File: config.mk
export PLATFORM = sky130hd
export DESIGN_NAME = mia_front
export DESIGN_NICKNAME = d
export VERILOG_FILES = /design/src/rtl/core/max_island_area_macros.svh /design/src/rtl/core/mia_pkg.sv /design/src/rtl/core/mia_front.sv
export SDC_FILE = /design/constraint.sdc
export NUM_CORES = 1
export LEC_CHECK = 0
export ABC_AREA = 1
export BUFFER_PORTS_ARGS = -buffer_cell sky130_fd_sc_hd__buf_2
export CAP_MARGIN = 20
export CORE_MARGIN = 5
export CORE_UTILIZATION = 50
export DETAILED_ROUTE_END_ITERATION = 8
export GPL_ROUTABILITY_DRIVEN = 1
export PLACE_DENSITY = 0.71
export SLEW_MARGIN = 20
export SYNTH_ARGS = -nofsm -noshare
export SYNTH_HDL_FRONTEND = slang
export SYNTH_SLANG_ARGS = --single-unit
File: constraint.sdc
create_clock -name clk_i -period 5.85 [get_ports clk_i]
set_input_delay 0.585 -clock clk_i [delete_from_list [all_inputs] [get_ports clk_i]]
set_output_delay 0.585 -clock clk_i [all_outputs]
set_load 0.02 [all_outputs]
File: src/rtl/core/max_island_area_macros.svh
// Assertion macros for the max_island_area RTL, used by the walker.
`ifndef MAX_ISLAND_AREA_MACROS_SVH
`define MAX_ISLAND_AREA_MACROS_SVH

// Assert that an implication holds at every clock edge outside reset.
`define MIA_ASSERT_IMPL(label, clk, rst_n, pre, post) \
  label: assert property (@(posedge clk) disable iff (!rst_n) (pre) |-> (post)) \
    else $error("assertion failed");

// Assert that an implication holds in the cycle after its antecedent.
`define MIA_ASSERT_NEXT(label, clk, rst_n, pre, post) \
  label: assert property (@(posedge clk) disable iff (!rst_n) (pre) |=> (post)) \
    else $error("assertion failed");

`endif

File: src/rtl/core/mia_pkg.sv
// Package with the shared types and constants of max_island_area.
`timescale 1ns / 1ps
package mia_pkg;
  localparam int MaxRows = 64;
  localparam int MaxCols = 64;
  localparam int CellCap = MaxRows * MaxCols;
  localparam int IdxW = $clog2(CellCap);
  localparam int CntW = $clog2(CellCap + 1);
  localparam int RowW = $clog2(MaxRows + 1);
  localparam int ColW = $clog2(MaxCols + 1);
  localparam int AreaW = 13;
  localparam int CfgW = 7;
  localparam int AreaMax = 8191;

  localparam logic CfgRows = 1'b0;
  localparam logic CfgCols = 1'b1;

  // Job handed from the loader to the walker: the geometry of a loaded grid.
  typedef struct packed {
    logic [RowW-1:0] rows;
    logic [ColW-1:0] cols;
    logic [CntW-1:0] total;
  } job_t;
endpackage

File: src/rtl/core/mia_front.sv
// Loader: stores grid cells in raster order and posts a walk job per full grid.
`timescale 1ns / 1ps
module mia_front (
  input  logic                    clk_i,
  input  logic                    rst_ni,
  input  logic                    start_i,
  input  logic                    cell_req_i,
  input  logic                    abort_i,
  input  logic [mia_pkg::RowW-1:0] rows_i,
  input  logic [mia_pkg::ColW-1:0] cols_i,
  input  logic                    busy_i,
  output logic                    cell_we_o,
  output logic [mia_pkg::IdxW-1:0] cell_addr_o,
  output logic                    cell_dat_o,
  output logic                    job_vld_o,
  output mia_pkg::job_t           job_o
);
  import mia_pkg::*;

  logic [CntW-1:0] load_q, load_d;
  logic [CntW-1:0] total;
  logic            take;

  assign total = CntW'(rows_i) * CntW'(cols_i);
  assign take = start_i && !busy_i;

  // Count cells of the current grid; a config write restarts it.
  always_comb begin
    load_d = load_q;
    if (abort_i) begin
      load_d = '0;
    end else if (take) begin
      load_d = (load_q + 1'b1 >= total) ? '0 : load_q + 1'b1;
    end
  end

  always_ff @(posedge clk_i or negedge rst_ni) begin
    if (!rst_ni) begin
      load_q <= '0;
    end else begin
      load_q <= load_d;
    end
  end

  assign cell_we_o = take;
  assign cell_addr_o = load_q[IdxW-1:0];
  assign cell_dat_o = cell_req_i;
  assign job_vld_o = take && (load_q + 1'b1 >= total);
  assign job_o = '{rows: rows_i, cols: cols_i, total: total};
endmodule

==> results.txt <==
The flow ran to the end, and the final reports show no timing, DRC or antenna violations. Input and output buffers added on the ports amount to 59. In the synthesized netlist, the number of instances is 447. The placement-stage worst setup slack came out at 0.0681 ns.

STA classifies the critical path startpoint as an input port. The fraction of final layout cells sized beyond drive strength 1 came out at 20.4%. The max-capacitance violation count came out at 0. In this run, the number of DRC markers left after iteration 0 of detailed routing was 135. The number of filler instances in the final layout is 569. The number of nets in the finished design came out at 582. The data required time of the critical path came out at 5.27 ns. The number of clock buffers added by TritonCTS is 3.

Sorting the synthesized cells by area gives the leading types as sky130_fd_sc_hd__ha_1, sky130_fd_sc_hd__nand2_1, sky130_fd_sc_hd__fa_1. The total grt overflow came out at 0. Hold timing on the final database bottoms out at a slack of 0.226 ns. The cell count after placement came out at 562. Summing the sequential cell areas from Yosys gives 10.7% of the chip area.

The number of flip-flops in the largest register came out at 13. The sequential power share is about 9.7%. The initial antenna violation count is 0.

The launch instance of the worst register-to-register path is load_q[0]$_DFFE_PN0P_. The routability congestion estimate from global placement came out at 0.845. Synthesis inferred 13 register bits. load_q holds more flip-flops than any other register. The total via count in the routed design came out at 2,709.

The post-synthesis net count came out at 534. The max-slew violation count is 0. Data arrives at the worst endpoint at 4.98 ns.

TritonCTS built the clock tree. The count of H-tree levels built during CTS is 1. The insertion delay of the later-clocked pin in the worst-skew pair is about 0.24 ns.

The simple-gate portion of the synthesized area came out at 25.3%. The net switching component of the power is between 0.5 and 0.6 mW. By startpoint and endpoint, the worst setup path is classified as in2out. The count of final hold-check violations came to 0. The share of total power in the clock network is 8.5%. The number of global-route vias before repair came out at 2,688. The detail route stage leaves a number of antenna-violating nets equal to 0. The maximum clock insertion buffer count is 2.

The total power per unit cell area came out at 278 nW/um^2. The maximum achievable frequency came out at between 150 and 200 MHz. The slew at the pin closest to its max-slew limit came out at approximately 0.85 ns. The site row count is 28. The capture point of the worst reg-to-reg path is load_q[4]$_DFFE_PN0P_. The count of pins on the block boundary is 62. The pre-antenna-repair detailed-routing pass consisted of 7 iterations.

The post-route non-filler standard cell count came out at 569. The xor and xnor fraction of the mapped netlist area came out at under 10%. The global-route wire length before repair came out at 11,700 um.

The class of the most critical hold timing path is in2async. The static leakage came out at around 2.3 nW. The full die area is 7750 um^2. The residual DRC count is 0. The post-place instance area is 3300 um^2. The tree built by TritonCTS fans out to 13 sinks. Entering global routing, the biggest net connects 14 pins. The routed wire length came out at 6840 um. Setup violations remaining at the end of the flow were counted as 0.

A synthesized cell averages between 6 and 7 um^2. In the final layout, the registers with the most flip-flops are load_q: 13 flops. The biggest area consumer among synthesized cells is sky130_fd_sc_hd__ha_1. The y dimension of the die is 88.0 um. The detail-routed net length per standard cell came out at 12.0 um. The highest net fanout along the worst path is 7. The worst voltage drop across the vdd grid is roughly 0.00032 V. The core utilization of the finished layout came out at 57.9%. The final cycle utilization of the critical path is 95.1%. Multiplexer cells account for 0% of the synthesized area. In this run, distinct cell masters in the synthesized netlist total 27. The cell area after synthesis came out at 3040 um^2. After routing, the total negative slack on setup checks comes to 0 ns. The slack of the worst reg-to-reg path is 3.00 ns. The part of the power in combinational logic came out at between 80% and 90%.

The post-route worst setup slack is 0.288 ns. The area inside the core boundary came out at 5920 um^2. The worst path needs 5.56 ns of the cycle, external delays included. The adder-cell share of the synthesized area is 33.2%.

The proportion of total power due to net switching is a little over half. The clock skew after layout came out at a little over 0.004 ns. The Yosys warning count is 0. The final instance area is 3430 um^2.

The final HPWL from detailed placement came out at 5810 um. After clock tree synthesis, the clock-pin slew on the worst setup and hold paths is 0.06 ns. Global routing used between 10% and 20% of the available tracks across all layers. The dominant combinational cell family by area after synthesis is adder cells.

The total power came out at 0.952 mW. Measured against its own limit, the worst slew margin works out to 43.2%. The starting density of the core came out at roughly half. The overall die width is 88.0 um.

The top-area cell type share of the netlist area is between 10% and 20%. The number of cells traversed by the worst register-to-register path came out at 16. The compound-cell area share of the yosys netlist is 3.45%.

The detail-routed via count per cell is 4.76. Clock tree synthesis selected as its root buffer the cell sky130_fd_sc_hd__clkbuf_8. The signed area change from the synthesized netlist to the final layout came out at 12.7%. The internal power of the cells totals 0.434 mW. The worst setup path is captured at an output pin. The count of inserted antenna diode cells is 0.
worst max-delay path, stage by stage:
cell and delay [ns]:
sky130_fd_sc_hd__buf_2 0.10, sky130_fd_sc_hd__buf_4 0.16, sky130_fd_sc_hd__nand2_1 0.09, sky130_fd_sc_hd__fa_1 0.54, sky130_fd_sc_hd__inv_1 0.06, sky130_fd_sc_hd__fa_1 0.50
sky130_fd_sc_hd__fa_1 0.49, sky130_fd_sc_hd__ha_1 0.30, sky130_fd_sc_hd__ha_1 0.36, sky130_fd_sc_hd__inv_2 0.11, sky130_fd_sc_hd__o21bai_1 0.08, sky130_fd_sc_hd__a21boi_0 0.19
sky130_fd_sc_hd__nand3_1 0.16, sky130_fd_sc_hd__xor2_1 0.19, sky130_fd_sc_hd__ha_1 0.34, sky130_fd_sc_hd__nand2_2 0.10, sky130_fd_sc_hd__nor2_2 0.04, sky130_fd_sc_hd__buf_4 0.12
sky130_fd_sc_hd__a21oi_2 0.14, sky130_fd_sc_hd__nand3_2 0.09, sky130_fd_sc_hd__nand2_1 0.08, sky130_fd_sc_hd__inv_2 0.04, sky130_fd_sc_hd__buf_6 0.12
cell usage in the layout, fill, tap and decap left out, types with 2 or more instances in the layout:
cell,count
sky130_fd_sc_hd__a21oi_1,8
sky130_fd_sc_hd__clkbuf_8,3
sky130_fd_sc_hd__nor2_2,2
sky130_fd_sc_hd__inv_1,103
sky130_fd_sc_hd__buf_2,58
sky130_fd_sc_hd__xor2_1,16
sky130_fd_sc_hd__nor3_1,3
sky130_fd_sc_hd__nand3_2,2
sky130_fd_sc_hd__inv_2,5
sky130_fd_sc_hd__dfrtp_1,13
sky130_fd_sc_hd__xnor2_1,6
sky130_fd_sc_hd__nand2_2,7
sky130_fd_sc_hd__buf_4,15
sky130_fd_sc_hd__ha_1,41
sky130_fd_sc_hd__a21oi_2,2
sky130_fd_sc_hd__nor2_1,16
sky130_fd_sc_hd__o21bai_1,2
sky130_fd_sc_hd__nand4_1,3
sky130_fd_sc_hd__fa_1,23
sky130_fd_sc_hd__ha_4,3
sky130_fd_sc_hd__nand2_1,138
sky130_fd_sc_hd__nand3_1,15
how the worst max path moves through the flow:
stage	start	to	slack, ns	cells after the start
CTS	cols_i[3]	job_vld_o	0.04	31
floorplan	cols_i[6]	job_vld_o	0.05	25
global placement	cols_i[3]	job_vld_o	0.12	31
global route	cols_i[3]	job_vld_o	-0.04	26
detailed placement	cols_i[3]	job_vld_o	0.07	31
finish	rows_i[3]	job_vld_o	0.29	23
logic make-up (layout without fill, tap and decap cells):
kind of cell / Yosys count / in the layout
DFF: 13 / 13
adders and majority gates: 67 / 67
and+or+nand+nor: 188 / 188
xor gates and xnor gates: 23 / 23
buffers and inverters: 139 / 186
AOI/OAI and AO/OA: 17 / 17
synth_stat cells:
cell type,number
sky130_fd_sc_hd__xor2_1,17
sky130_fd_sc_hd__nand4_1,3
sky130_fd_sc_hd__a21o_1,1
sky130_fd_sc_hd__dfrtp_1,13
sky130_fd_sc_hd__buf_4,27
sky130_fd_sc_hd__nor2_1,17
sky130_fd_sc_hd__o21bai_2,1
sky130_fd_sc_hd__nor2_2,1
sky130_fd_sc_hd__nand2_2,4
sky130_fd_sc_hd__clkbuf_1,3
sky130_fd_sc_hd__xnor2_1,6
sky130_fd_sc_hd__fa_1,23
sky130_fd_sc_hd__nand2_1,141
sky130_fd_sc_hd__a21oi_2,1
sky130_fd_sc_hd__o21ai_0,2
sky130_fd_sc_hd__ha_1,44
sky130_fd_sc_hd__a21boi_0,1
sky130_fd_sc_hd__o21bai_1,2
sky130_fd_sc_hd__inv_2,1
sky130_fd_sc_hd__a21oi_1,9
sky130_fd_sc_hd__buf_6,1
sky130_fd_sc_hd__nor3_1,3
sky130_fd_sc_hd__nand2b_1,1
sky130_fd_sc_hd__nand3_1,15
sky130_fd_sc_hd__nor2_4,1
sky130_fd_sc_hd__nand3_2,2
sky130_fd_sc_hd__inv_1,107
metal layers:
layer	share of wire (%)	wire length, um	up-vias	GRT usage, %
li1	-	-	1393	-
met3	4.8	326	4	3.01
met1	49	3350	1251	26.8
met2	46	3140	61	30.2
met4	0.32	22	0	1.79
met5	0	0	-	0
power groups by stage:
stage	combinational [mW]	clock, mW	sequential, mW
after floorplan	0.542	0	0.0933
after global placement	0.720	0	0.0937
after detailed placement	0.729	0	0.0938
after CTS	0.736	0.0824	0.0922
after global routing	0.897	0.0882	0.0923
final	0.779	0.0807	0.0922
layout make-up:
type	instances	area [um^2]	area share, %
Timing Repair Buffer	74	414	12.1
Clock buffer	4	45.0	1.31
Tap cell	75	93.8	2.74
Multi-Input combinational cell	295	2150	62.6
Sequential cell	13	325	9.48
Inverter	108	405	11.8
what timing repair did:
item,4_1_cts,5_1_grt
setup endpoints to repair,0,1
setup buffers,0,3
hold buffers,0,0
gates resized for setup,0,17
Power figures use the tool's default switching activity.
